### config.mk
export PLATFORM = sky130hd
export DESIGN_NAME = per_part_range_offset_builder
export DESIGN_NICKNAME = d
export VERILOG_FILES = /design/src/proff_pkg.sv /design/src/proff_ram.sv /design/src/proff_ctrl.sv /design/src/proff_dp.sv /design/src/per_part_range_offset_builder.sv
export SDC_FILE = /design/constraint.sdc
export NUM_CORES = 2
export LEC_CHECK = 0
export ABC_CLOCK_PERIOD_IN_PS = 7700
export BUFFER_PORTS_ARGS = -buffer_cell sky130_fd_sc_hd__clkbuf_2
export CORE_ASPECT_RATIO = 1.25
export CORE_UTILIZATION = 40
export DETAILED_ROUTE_END_ITERATION = 12
export SKIP_LAST_GASP = 1
export SYNTH_ARGS = -nofsm -noshare
export SYNTH_HDL_FRONTEND = slang
export SYNTH_SLANG_ARGS = --single-unit
### constraint.sdc
create_clock -name aclk -period 7.7 [get_ports aclk]
set_input_delay 0.385 -clock aclk [delete_from_list [all_inputs] [get_ports aclk]]
set_output_delay 0.385 -clock aclk [all_outputs]
set_load 0.05 [all_outputs]
### src/proff_pkg.sv
// Shared types and constants for the per-part range offset builder.
// Depends on nothing; the files that use it refer to it by scoped names.
`default_nettype none

package proff_pkg;

    localparam int unsigned PART_W  = 6;
    localparam int unsigned CNT_W   = 7;
    localparam int unsigned IDX_W   = 32;
    localparam int unsigned SIZE_W  = 31;
    localparam int unsigned ERR_W   = 2;
    localparam int unsigned S_DATA_W = 72;
    localparam int unsigned M_DATA_W = 80;

    localparam logic [SIZE_W-1:0] SIZE_MAX = {SIZE_W{1'b1}};
    localparam logic [CNT_W-1:0]  PART_LIMIT_RST = 7'd64;

    localparam logic [ERR_W-1:0] ERR_OK       = 2'd0;
    localparam logic [ERR_W-1:0] ERR_BAD_PART = 2'd1;
    localparam logic [ERR_W-1:0] ERR_NEG_LEN  = 2'd2;
    localparam logic [ERR_W-1:0] ERR_SAT      = 2'd3;

    localparam logic KIND_RANGE = 1'b0;
    localparam logic KIND_SIZE  = 1'b1;

    // Controller to datapath commands
    typedef struct packed {
        logic capture;   // latch the accepted input beat
        logic prep;      // derive length and error of the held range
        logic item_wb;   // write back the sum and load the range result
        logic fin_sel;   // address the store with the finish counter
        logic fin_emit;  // load one part size result and advance
    } cmd_t;

    // Datapath to controller status
    typedef struct packed {
        logic out_free;  // output register may be loaded this cycle
        logic fin_last;  // finish counter is on the last part in use
    } status_t;

endpackage

`default_nettype wire

### src/proff_ram.sv
// Generic single write port, single read port RAM with registered read.
// Depends on nothing.
`default_nettype none

module proff_ram #(
    parameter int unsigned WIDTH = 31,
    parameter int unsigned DEPTH = 64
) (
    input  wire logic                                   aclk,
    input  wire logic                                   we,
    input  wire logic [(DEPTH > 1 ? $clog2(DEPTH) : 1)-1:0] waddr,
    input  wire logic [WIDTH-1:0]                       wdata,
    input  wire logic [(DEPTH > 1 ? $clog2(DEPTH) : 1)-1:0] raddr,
    output logic      [WIDTH-1:0]                       rdata
);

    logic [WIDTH-1:0] mem [DEPTH];

    always_ff @(posedge aclk) begin
        if (we) begin
            mem[waddr] <= wdata;
        end
        rdata <= mem[raddr];
    end

endmodule

`default_nettype wire

### src/proff_ctrl.sv
// Controller state machine: sequences range items and the finish sweep.
// Depends on proff_pkg (cmd_t, status_t).
`default_nettype none

module proff_ctrl (
    input  wire logic               aclk,
    input  wire logic               aresetn,
    input  wire logic               s_tvalid,
    input  wire logic               s_mode,
    output logic                    s_tready,
    input  wire proff_pkg::status_t sts,
    output proff_pkg::cmd_t         cmd
);

    localparam logic [2:0] ST_IDLE     = 3'd0;
    localparam logic [2:0] ST_ITEM_RD  = 3'd1;
    localparam logic [2:0] ST_ITEM_WB  = 3'd2;
    localparam logic [2:0] ST_FIN_RD   = 3'd3;
    localparam logic [2:0] ST_FIN_EMIT = 3'd4;

    logic [2:0] state_reg, state_next;

    always_comb begin
        state_next   = state_reg;
        cmd          = '0;
        s_tready     = 1'b0;
        case (state_reg)
            ST_IDLE: begin
                s_tready    = 1'b1;
                cmd.capture = s_tvalid;
                if (s_tvalid) begin
                    state_next = s_mode ? ST_FIN_RD : ST_ITEM_RD;
                end
            end
            ST_ITEM_RD: begin
                cmd.prep   = 1'b1;
                state_next = ST_ITEM_WB;
            end
            ST_ITEM_WB: begin
                // hold until the output register frees up
                if (sts.out_free) begin
                    cmd.item_wb = 1'b1;
                    state_next  = ST_IDLE;
                end
            end
            ST_FIN_RD: begin
                cmd.fin_sel = 1'b1;
                state_next  = ST_FIN_EMIT;
            end
            ST_FIN_EMIT: begin
                cmd.fin_sel = 1'b1;
                if (sts.out_free) begin
                    cmd.fin_emit = 1'b1;
                    state_next   = sts.fin_last ? ST_IDLE : ST_FIN_RD;
                end
            end
            default: begin
                state_next = ST_IDLE;
            end
        endcase
    end

    always_ff @(posedge aclk) begin
        if (!aresetn) begin
            state_reg <= ST_IDLE;
        end else begin
            state_reg <= state_next;
        end
    end

`ifndef ASSERT_OFF
    a_range_to_read: assert property (@(posedge aclk) disable iff (!aresetn)
        (cmd.capture && !s_mode) |=> (state_reg == ST_ITEM_RD))
        else $error("range beat did not move to the read step");
    a_read_to_wb: assert property (@(posedge aclk) disable iff (!aresetn)
        (state_reg == ST_ITEM_RD) |=> (state_reg == ST_ITEM_WB))
        else $error("read step not followed by write-back");
    a_fin_end: assert property (@(posedge aclk) disable iff (!aresetn)
        (cmd.fin_emit && sts.fin_last) |=> (state_reg == ST_IDLE && s_tready))
        else $error("finish sweep did not return to idle");
`endif

endmodule

`default_nettype wire

### src/proff_dp.sv
// Datapath: item registers, per-part accumulator store with valid bits,
// finish counter and the output register. Depends on proff_pkg, proff_ram.
`default_nettype none

module proff_dp #(
    parameter int unsigned MAX_PARTS = 64
) (
    input  wire logic                             aclk,
    input  wire logic                             aresetn,
    input  wire logic                             cfg_valid,
    input  wire logic [proff_pkg::CNT_W-1:0]      cfg_data,
    input  wire logic [proff_pkg::S_DATA_W-1:0]   s_tdata,
    input  wire proff_pkg::cmd_t                  cmd,
    output proff_pkg::status_t                    sts,
    output logic                                  m_tvalid,
    input  wire logic                             m_tready,
    output logic [proff_pkg::M_DATA_W-1:0]        m_tdata,
    output logic                                  m_tuser,
    output logic                                  m_tlast
);

    localparam int unsigned AW = (MAX_PARTS > 1) ? $clog2(MAX_PARTS) : 1;
    localparam logic [proff_pkg::CNT_W-1:0] MAX_N = proff_pkg::CNT_W'(MAX_PARTS);

    // configuration
    logic [proff_pkg::CNT_W-1:0] part_limit_reg;
    logic [proff_pkg::CNT_W-1:0] n_eff;

    always_ff @(posedge aclk) begin
        if (!aresetn) begin
            part_limit_reg <= proff_pkg::PART_LIMIT_RST;
        end else if (cfg_valid) begin
            part_limit_reg <= cfg_data;
        end
    end

    always_comb begin
        n_eff = part_limit_reg;
        if (n_eff == '0) begin
            n_eff = proff_pkg::CNT_W'(1);
        end
        if (n_eff > MAX_N) begin
            n_eff = MAX_N;
        end
    end

    // held range item
    logic [proff_pkg::IDX_W-1:0]  begin_reg, end_reg, len_reg;
    logic [proff_pkg::PART_W-1:0] part_reg;
    logic                         bad_part_reg, neg_reg;
    logic                         part_ok;

    assign part_ok = ({1'b0, part_reg} < n_eff);

    always_ff @(posedge aclk) begin
        if (cmd.capture) begin
            begin_reg <= s_tdata[31:0];
            end_reg   <= s_tdata[63:32];
            part_reg  <= s_tdata[69:64];
        end
        if (cmd.prep) begin
            len_reg      <= end_reg - begin_reg;
            bad_part_reg <= !part_ok;
            neg_reg      <= (end_reg < begin_reg);
        end
    end

    // finish sweep counter and empty count
    logic [proff_pkg::PART_W-1:0] cnt_reg;
    logic [proff_pkg::CNT_W-1:0]  empty_reg;

    // store addressing: out-of-range parts read entry 0 and never write
    logic [AW-1:0] rd_addr;
    logic [AW-1:0] wr_addr;
    logic [AW-1:0] rd_addr_q;
    logic [proff_pkg::SIZE_W-1:0] ram_q;
    logic [proff_pkg::SIZE_W-1:0] cur_size;
    logic [MAX_PARTS-1:0] valid_reg;
    logic                 we;
    logic [proff_pkg::SIZE_W-1:0] wdata;

    assign wr_addr = part_ok ? part_reg[AW-1:0] : '0;
    assign rd_addr = cmd.fin_sel ? cnt_reg[AW-1:0] : wr_addr;

    always_ff @(posedge aclk) begin
        rd_addr_q <= rd_addr;
    end

    assign cur_size = valid_reg[rd_addr_q] ? ram_q : '0;

    proff_ram #(
        .WIDTH (proff_pkg::SIZE_W),
        .DEPTH (MAX_PARTS)
    ) u_store (
        .aclk  (aclk),
        .we    (we),
        .waddr (wr_addr),
        .wdata (wdata),
        .raddr (rd_addr),
        .rdata (ram_q)
    );

    // range update
    logic [proff_pkg::IDX_W:0] sum;
    logic                      sat;
    logic                      upd;

    assign sum   = {2'b00, cur_size} + {1'b0, len_reg};
    assign sat   = (sum > {2'b00, proff_pkg::SIZE_MAX});
    assign upd   = !bad_part_reg && !neg_reg;
    assign we    = cmd.item_wb && upd;
    assign wdata = sat ? proff_pkg::SIZE_MAX : sum[proff_pkg::SIZE_W-1:0];

    logic fin_last;
    logic cur_empty;
    assign fin_last  = ({1'b0, cnt_reg} + proff_pkg::CNT_W'(1)) == n_eff;
    assign cur_empty = (cur_size == '0);

    always_ff @(posedge aclk) begin
        if (!aresetn) begin
            valid_reg <= '0;
        end else if (cmd.fin_emit && fin_last) begin
            valid_reg <= '0;
        end else if (we) begin
            valid_reg[wr_addr] <= 1'b1;
        end
    end

    always_ff @(posedge aclk) begin
        if (!aresetn) begin
            cnt_reg   <= '0;
            empty_reg <= '0;
        end else if (cmd.capture) begin
            cnt_reg   <= '0;
            empty_reg <= '0;
        end else if (cmd.fin_emit) begin
            cnt_reg   <= cnt_reg + proff_pkg::PART_W'(1);
            empty_reg <= empty_reg + proff_pkg::CNT_W'(cur_empty);
        end
    end

    // output register
    logic                          out_valid_reg;
    logic                          kind_reg, last_reg;
    logic [proff_pkg::PART_W-1:0]  oidx_reg;
    logic [proff_pkg::SIZE_W-1:0]  ostart_reg, osize_reg;
    logic [proff_pkg::CNT_W-1:0]   oempty_reg;
    logic [proff_pkg::ERR_W-1:0]   oerr_reg;
    logic [proff_pkg::ERR_W-1:0]   item_err;

    assign sts.out_free = !out_valid_reg || m_tready;
    assign sts.fin_last = fin_last;

    always_comb begin
        if (bad_part_reg) begin
            item_err = proff_pkg::ERR_BAD_PART;
        end else if (neg_reg) begin
            item_err = proff_pkg::ERR_NEG_LEN;
        end else if (sat) begin
            item_err = proff_pkg::ERR_SAT;
        end else begin
            item_err = proff_pkg::ERR_OK;
        end
    end

    always_ff @(posedge aclk) begin
        if (!aresetn) begin
            out_valid_reg <= 1'b0;
        end else if (cmd.item_wb || cmd.fin_emit) begin
            out_valid_reg <= 1'b1;
        end else if (m_tready) begin
            out_valid_reg <= 1'b0;
        end
    end

    always_ff @(posedge aclk) begin
        if (cmd.item_wb) begin
            kind_reg   <= proff_pkg::KIND_RANGE;
            oidx_reg   <= part_reg;
            ostart_reg <= upd ? cur_size : '0;
            osize_reg  <= '0;
            oempty_reg <= '0;
            oerr_reg   <= item_err;
            last_reg   <= 1'b1;
        end else if (cmd.fin_emit) begin
            kind_reg   <= proff_pkg::KIND_SIZE;
            oidx_reg   <= cnt_reg;
            ostart_reg <= '0;
            osize_reg  <= cur_size;
            oempty_reg <= fin_last ? (empty_reg + proff_pkg::CNT_W'(cur_empty)) : '0;
            oerr_reg   <= proff_pkg::ERR_OK;
            last_reg   <= fin_last;
        end
    end

    assign m_tvalid = out_valid_reg;
    assign m_tuser  = kind_reg;
    assign m_tlast  = last_reg;
    assign m_tdata  = {3'b000, oerr_reg, oempty_reg, osize_reg, ostart_reg, oidx_reg};

`ifndef ASSERT_OFF
    a_load_free: assert property (@(posedge aclk) disable iff (!aresetn)
        (cmd.item_wb || cmd.fin_emit) |-> (!out_valid_reg || m_tready))
        else $error("output register loaded while a result still waits");
    a_clear_after_fin: assert property (@(posedge aclk) disable iff (!aresetn)
        (cmd.fin_emit && fin_last) |=> (valid_reg == '0))
        else $error("store not cleared after finish");
    a_size_no_err: assert property (@(posedge aclk) disable iff (!aresetn)
        (out_valid_reg && kind_reg == proff_pkg::KIND_SIZE)
            |-> (oerr_reg == proff_pkg::ERR_OK && ostart_reg == '0))
        else $error("part size result carries range fields");
`endif

endmodule

`default_nettype wire

### src/per_part_range_offset_builder.sv
// Top level of the per-part range offset builder (segmented exclusive prefix sum).
// Depends on proff_pkg, proff_ctrl, proff_dp (which holds proff_ram).
//
//  Channel  Dir  Handshake            Payload
//  cfg      in   cfg_valid/cfg_ready  cfg_data: part limit
//  s        in   s_tvalid/s_tready    s_tdata: begin, end, part; s_tuser: mode
//  m        out  m_tvalid/m_tready    m_tdata: part, start, size, empty, error;
//                                     m_tuser: kind; m_tlast: last
//
// A range beat goes through accept, store read, then write-back with the output load.
// A finish beat is accepted, then each part in use gets a registered store read and an emit step.
// Reset (aresetn, synchronous, active low) clears every accumulator at once through its
// valid bit and sets the part limit to 64; there is no clearing sweep.
// A stalled m side holds the output register while the controller waits in its write-back
// or emit step; one more input beat is still taken, then s_tready stays low.
`default_nettype none

module per_part_range_offset_builder #(
    parameter int unsigned MAX_PARTS = 64
) (
    input  wire logic                           aclk,
    input  wire logic                           aresetn,
    // configuration write
    input  wire logic                           cfg_valid,
    output logic                                cfg_ready,
    input  wire logic [proff_pkg::CNT_W-1:0]    cfg_data,    // [6:0] part limit
    // input beats
    input  wire logic                           s_tvalid,
    output logic                                s_tready,
    // [31:0] range_begin, [63:32] range_end, [69:64] part_id, [71:70] zero
    input  wire logic [proff_pkg::S_DATA_W-1:0] s_tdata,
    input  wire logic                           s_tuser,     // [0] mode
    // result beats
    output logic                                m_tvalid,
    input  wire logic                           m_tready,
    // [5:0] part_index, [36:6] start_index, [67:37] part_size,
    // [74:68] empty_parts, [76:75] error, [79:77] zero
    output logic [proff_pkg::M_DATA_W-1:0]      m_tdata,
    output logic                                m_tuser,     // [0] kind
    output logic                                m_tlast      // last
);

    proff_pkg::cmd_t    cmd;
    proff_pkg::status_t sts;

    // the user must write configuration only while idle; the block does not enforce it, so always take it
    assign cfg_ready = 1'b1;

    proff_ctrl u_ctrl (
        .aclk     (aclk),
        .aresetn  (aresetn),
        .s_tvalid (s_tvalid),
        .s_mode   (s_tuser),
        .s_tready (s_tready),
        .sts      (sts),
        .cmd      (cmd)
    );

    proff_dp #(
        .MAX_PARTS (MAX_PARTS)
    ) u_dp (
        .aclk      (aclk),
        .aresetn   (aresetn),
        .cfg_valid (cfg_valid),
        .cfg_data  (cfg_data),
        .s_tdata   (s_tdata),
        .cmd       (cmd),
        .sts       (sts),
        .m_tvalid  (m_tvalid),
        .m_tready  (m_tready),
        .m_tdata   (m_tdata),
        .m_tuser   (m_tuser),
        .m_tlast   (m_tlast)
    );

endmodule

`default_nettype wire
Word level (Yosys, flattened, before mapping)
Memories as Yosys holds them, arrays and structs flattened. A register that Yosys moved wholly into a read port is not among the register bits. Cells that the tools add are included.

Register bits: 277. Input bits: 85. Memories: 1. Memory bits (writable): 1984.

Memories: u_dp.u_store.mem (words 64, bits a word 31, read ports 1, clocked after memory_dff 1, wr ports 1, line proff_ram.sv:17) `logic [WIDTH-1:0] mem [DEPTH];`.

Equal/unequal tests: 8. Reductions and logical operators: 19. Bitwise logic cells: 2. Add/subtract/negate cells: 5. Mux-type cells: 38. Order comparisons: 7.

Operators with widths (count): 31-bit two-way mux (5); 64-bit OR (1); 31-bit by 32-bit adder with 33-bit output (1); 33-bit by 31-bit greater-than comparator with 1-bit output, second input constant (1); 32-bit < comparator (1); 32-bit subtractor (1); 31-bit zero test (1); 6-bit two-way mux (4); 7-bit two-way mux (3); 3-bit case mux with 5 select lines (1); 6-bit by 7-bit < comparator with 1-bit output, second input constant (2); 2-bit two-way mux (7); 1-bit two-way mux (13); 3-bit two-way mux (3); 6-bit by 1-bit adder with 7-bit output, second input constant (1); 7-bit by 1-bit adder with 7-bit output (1); 7-bit equality test (1); 7-bit greater-than comparator, second input constant (1); 7-bit zero test (1); 6-bit by 7-bit < comparator with 1-bit output (1); 6-bit by 1-bit adder with 6-bit output, second input constant (1); 1-bit binary-select mux with 6-bit select (1); 1-bit demux with 6-bit select (1); 3-bit by 2-bit equality test with 1-bit output, second input constant (2); other kinds (12) (24).

Logic depth before layout (Yosys ltp)
Depth after elaboration: 11. Mapped depth: 22.

Cells and area by module
A second synthesis with hierarchy kept.

Cell total of the unflattened synthesis: 4782. Area total of the unflattened synthesis: 90470.5 um2.

By module, submodules not included: proff_ram (sequential area each 60197.7 um2, area each 76305.7 um2, cells an instance 3418, times used 1); proff_dp (sequential area each 6916.6 um2, area each 13923.4 um2, cells an instance 1336, times used 1); proff_ctrl (sequential area each 60.1 um2, area each 230.2 um2, cells an instance 26, times used 1); per_part_range_offset_builder (sequential area each 0.0 um2, area each 11.3 um2, cells an instance 2, times used 1).

Worst setup path before layout
OpenSTA, ideal clock, no wires.

Path type: flip-flop to flip-flop. Start point: register u_dp.rd_addr_q[0]. End point: memory u_dp.u_store.mem[0][22], data pin. Path buffers: 3. Cell stages (with the launch flop): 21. Data arrival time: 7121 ps. Library setup time: 702 ps. Setup slack: -123 ps. Data required time: 6998 ps. Cell sequence: dfxtp_1 buf_2 buf_2 mux4_2 mux4_2 mux4_2 buf_2 nand2_1 inv_1 ha_1 inv_1 fa_1 nor2b_1 o31a_1 o221a_2 a211oi_2 a211o_1 a21oi_1 o21a_1 o21a_1 o21ai_0.

Word-level cells in the longest chain between the ends: 6.

Ends and longest elaborated chain: start: declaration (line proff_dp.sv:75) `logic [AW-1:0] rd_addr_q;`; start signal: assignment (line proff_dp.sv:86) `rd_addr_q <= rd_addr;`; 1-bit binary-select mux with 6-bit select (*) (line proff_dp.sv:89) `assign cur_size = valid_reg[rd_addr_q] ? ram_q : '0;`; 1-bit two-way mux (implied by the code) (*) (line proff_dp.sv:89); 31-bit two-way mux (*) (line proff_dp.sv:89); named net u_dp.cur_size, one bit (line proff_dp.sv:77) `logic [proff_pkg::SIZE_W-1:0] cur_size;`; 31-bit by 32-bit adder with 33-bit output (*) (line proff_dp.sv:108) `assign sum = {2'b00, cur_size} + {1'b0, len_reg};`; 33-bit by 31-bit greater-than comparator with 1-bit output (line proff_dp.sv:109) `assign sat = (sum > {2'b00, proff_pkg::SIZE_MAX});`; 31-bit two-way mux (*) (line proff_dp.sv:112) `assign wdata = sat ? proff_pkg::SIZE_MAX : sum[proff_pkg::SIZE_W-1:0];`; named net u_dp.u_store.wdata[22] (line proff_ram.sv:12) `input wire logic [WIDTH-1:0] wdata,`; end: declaration (line proff_ram.sv:17).

Mark *: on every way through the listed nets, which the timed path passes. The rest lies on a longest branch. The select of a mux whose other input is x is not followed.

Worst setup path after layout
Start point: register u_dp.rd_addr_q[0]. End point: memory u_dp.u_store.mem[15][2], data pin.

Same word-level chain as after synthesis.

==> results.cfg <==
[run_status]
status = complete, no violations

[finish]
utilization_pct = 45.98
largest_reg_flops = 1984
area_delta_synth_final_pct = 14.33
drive_above_1_share_pct = 10.13
final_net_count = 7792
fill_cells = 20220
layout_commonest_cell = nand2_1
fin_cells = 10910
final_cell_mix = 2623 x nand2_1, 2127 x edfxtp_1, 517 x nand3_1

[floorplanning]
dieArea_sq_um = 233700
pin_count = 170
core_sq_um = 230500
die_w_um = 432.6
die_h_um = 540.2
rows = 197
initial_core_util_pct = 40.22

[worst_setup_path]
cp-start-kind = flip-flop
critPathCaptureType = flip-flop
required_ps = 8420
crit_path_max_fanout = 34
crit_type = reg2reg
arrival_ps = 8000

[min_path]
min_path_type = in2reg

[cts]
cts.sinks = 2292
h-tree-depth = 4
clockBufferDepth = 4
cts_tree = done
cts_inserted_buffers = 217
post_cts_resized = 0
post-cts-setup-buffer-count = 0
root_buffer = clkbuf_16
ctsHoldBuffers = 95
clk_latency_ps = 890
path_clk_slew_ps = 60

[route]
vias_per_cell = 5.622
finalWirelength_um = 287700
dr_total_vias = 61320
ant_nets = 0
wl_per_cell_um = 26.38
drc = 0
dr.pass1.iters = 6
initialDrtViolationCount = 7083

[placement]
place_congestion = 0.8806
io_buffers = 163
dp.cells = 10400
hpwl_um = 162500

[synthesis]
yosysTopAreaCell = edfxtp_1
ys_seq_elements = 2292
ys.flop_type = edfxtp_1
ys_async_sr_fraction_pct = 0
ys_warn_count = 0
synth_edf_count = 2127
synthCells = 7430
synth_area_leaders = edfxtp_1 69%, nand2_1 11%, o211ai_1 4.1%
yosysSeqAreaShare_pct = 72.47
syn_avg_cell_area_sq_um = 12.48
syn_area_sq_um = 92700
synth_cell_types = 70
synth_top_area_share_pct = 68.90

[global_routing]
grt_max_degree = 180
antenna_found_initial = 22
grt_overflow = 0
grt_pass1_vias = 57540
grt_usage_pct = 24.02
grt_pass1_wl_um = 406600

[timing]
clock.fmax_mhz = 137.3
setup_viol = 0
fin_setup_tns_ps = 0
skew_ps = 51.92
max_slew_margin_pct = 5.572
hold_viol = 0
rsz0062_at_grt = false
finalCritPeriodShare_pct = 94.62
fin_crit_ps = 7286
hold_slack_ps = 231.5
maxSlewViolCount = 0
tightest_slew_ps = 1413

[power]
powerDensity_nw_per_um2 = 276.3
peakVddDrop_mv = 0.2748
leakagePower_nw = 37.06

[run]
cap_violations = 0
[layer usage]
metal	track usage (%)	part of all wire, %	up-vias
met5	0	0.010	-
met4	10.80	4.6	4
met3	4.251	8.5	549
met2	39.28	48	2732
met1	31.13	39	30810
li1	-	-	27230
[stage by stage]
stage	cell area, sq um	power [W]	setup slack, ps
finish	106000	0.02928	414.4
global route	106000	0.03010	121.6
CTS	105900	0.02934	461.0
detailed placement	98040	0.01876	505.3
global placement	98020	0.01871	555.8
floorplan	92700	0.01710	53.23
[kinds of logic after synthesis]
| group | synth area share, % |
|---|---|
| compound gates | 7.621 |
| xor+xnor | 0.6425 |
| fa+ha+maj | 1.002 |
| buf+inv | 2.486 |
| flops | 72.47 |
| mux | 0.6195 |
| other cells | 0.008102 |
| simple gates | 15.15 |
[synthesized netlist by cell type (8+ instances only)]
master / instances
a21o_1: 38
nand2_1: 2648
buf_1: 36
and3_1: 8
o211ai_1: 505
dfxtp_1: 165
nand3_1: 517
or4_1: 33
clkbuf_1: 268
xor2_1: 29
xnor2_1: 39
a21oi_1: 65
o21ai_0: 76
nor4_1: 10
buf_2: 138
ha_1: 71
or3_1: 12
nand4_1: 9
inv_1: 90
mux4_2: 21
o21bai_1: 11
a41oi_1: 125
nor2_1: 148
nand2b_1: 19
edfxtp_1: 2127
nor3_1: 14
nor2b_1: 17
o21a_1: 82
mux2i_1: 9
[report_power, final]
group          switching, W  internal, W
clock               0.00462      0.00607
combinational       0.00299      0.00107
sequential         0.000309       0.0142
[final cells by class]
class                   count  area (sq um)  area share (%)
diodes                     23         57.56         0.05431
multi-input cells        4594         23910           22.56
inverters                  91         356.6          0.3365
flip-flops and latches   2292         67170           63.39
clock inverters           110          1137           1.073
clock buffers             276          5794           5.467
repair buffers            438          3689           3.480
well taps                3084          3859           3.641
[path summary, 6_finish.rpt]
path                              from                           endpoint  slack, ps  cells after the start
max          u_dp.rd_addr_q[0]$_DFF_P_  u_dp.u_store.mem[15][2]$_DFFE_PP_        410                     18
min reg2reg  u_dp.m_tuser$_SDFFE_PP0P_          u_dp.m_tuser$_SDFFE_PP0P_        460                      2
max reg2reg  u_dp.rd_addr_q[0]$_DFF_P_  u_dp.u_store.mem[15][2]$_DFFE_PP_        410                     18
min                         s_tdata[4]        u_dp.begin_reg[4]$_DFFE_PP_        230                      2
[critical path, cell delays in order (launching register included)]
cell	delay, ps
dfxtp_1	580
buf_12	230
mux4_2	520
mux4_2	490
mux4_2	620
nand2_1	180
inv_1	60
ha_1	300
nor2b_1	590
o31a_1	240
o221a_2	240
a211oi_2	120
a211o_1	360
a2111oi_0	690
a311oi_1	210
or2_2	550
buf_4	330
o21ai_4	400
buf_4	340
(Power assumes the default switching activity.)
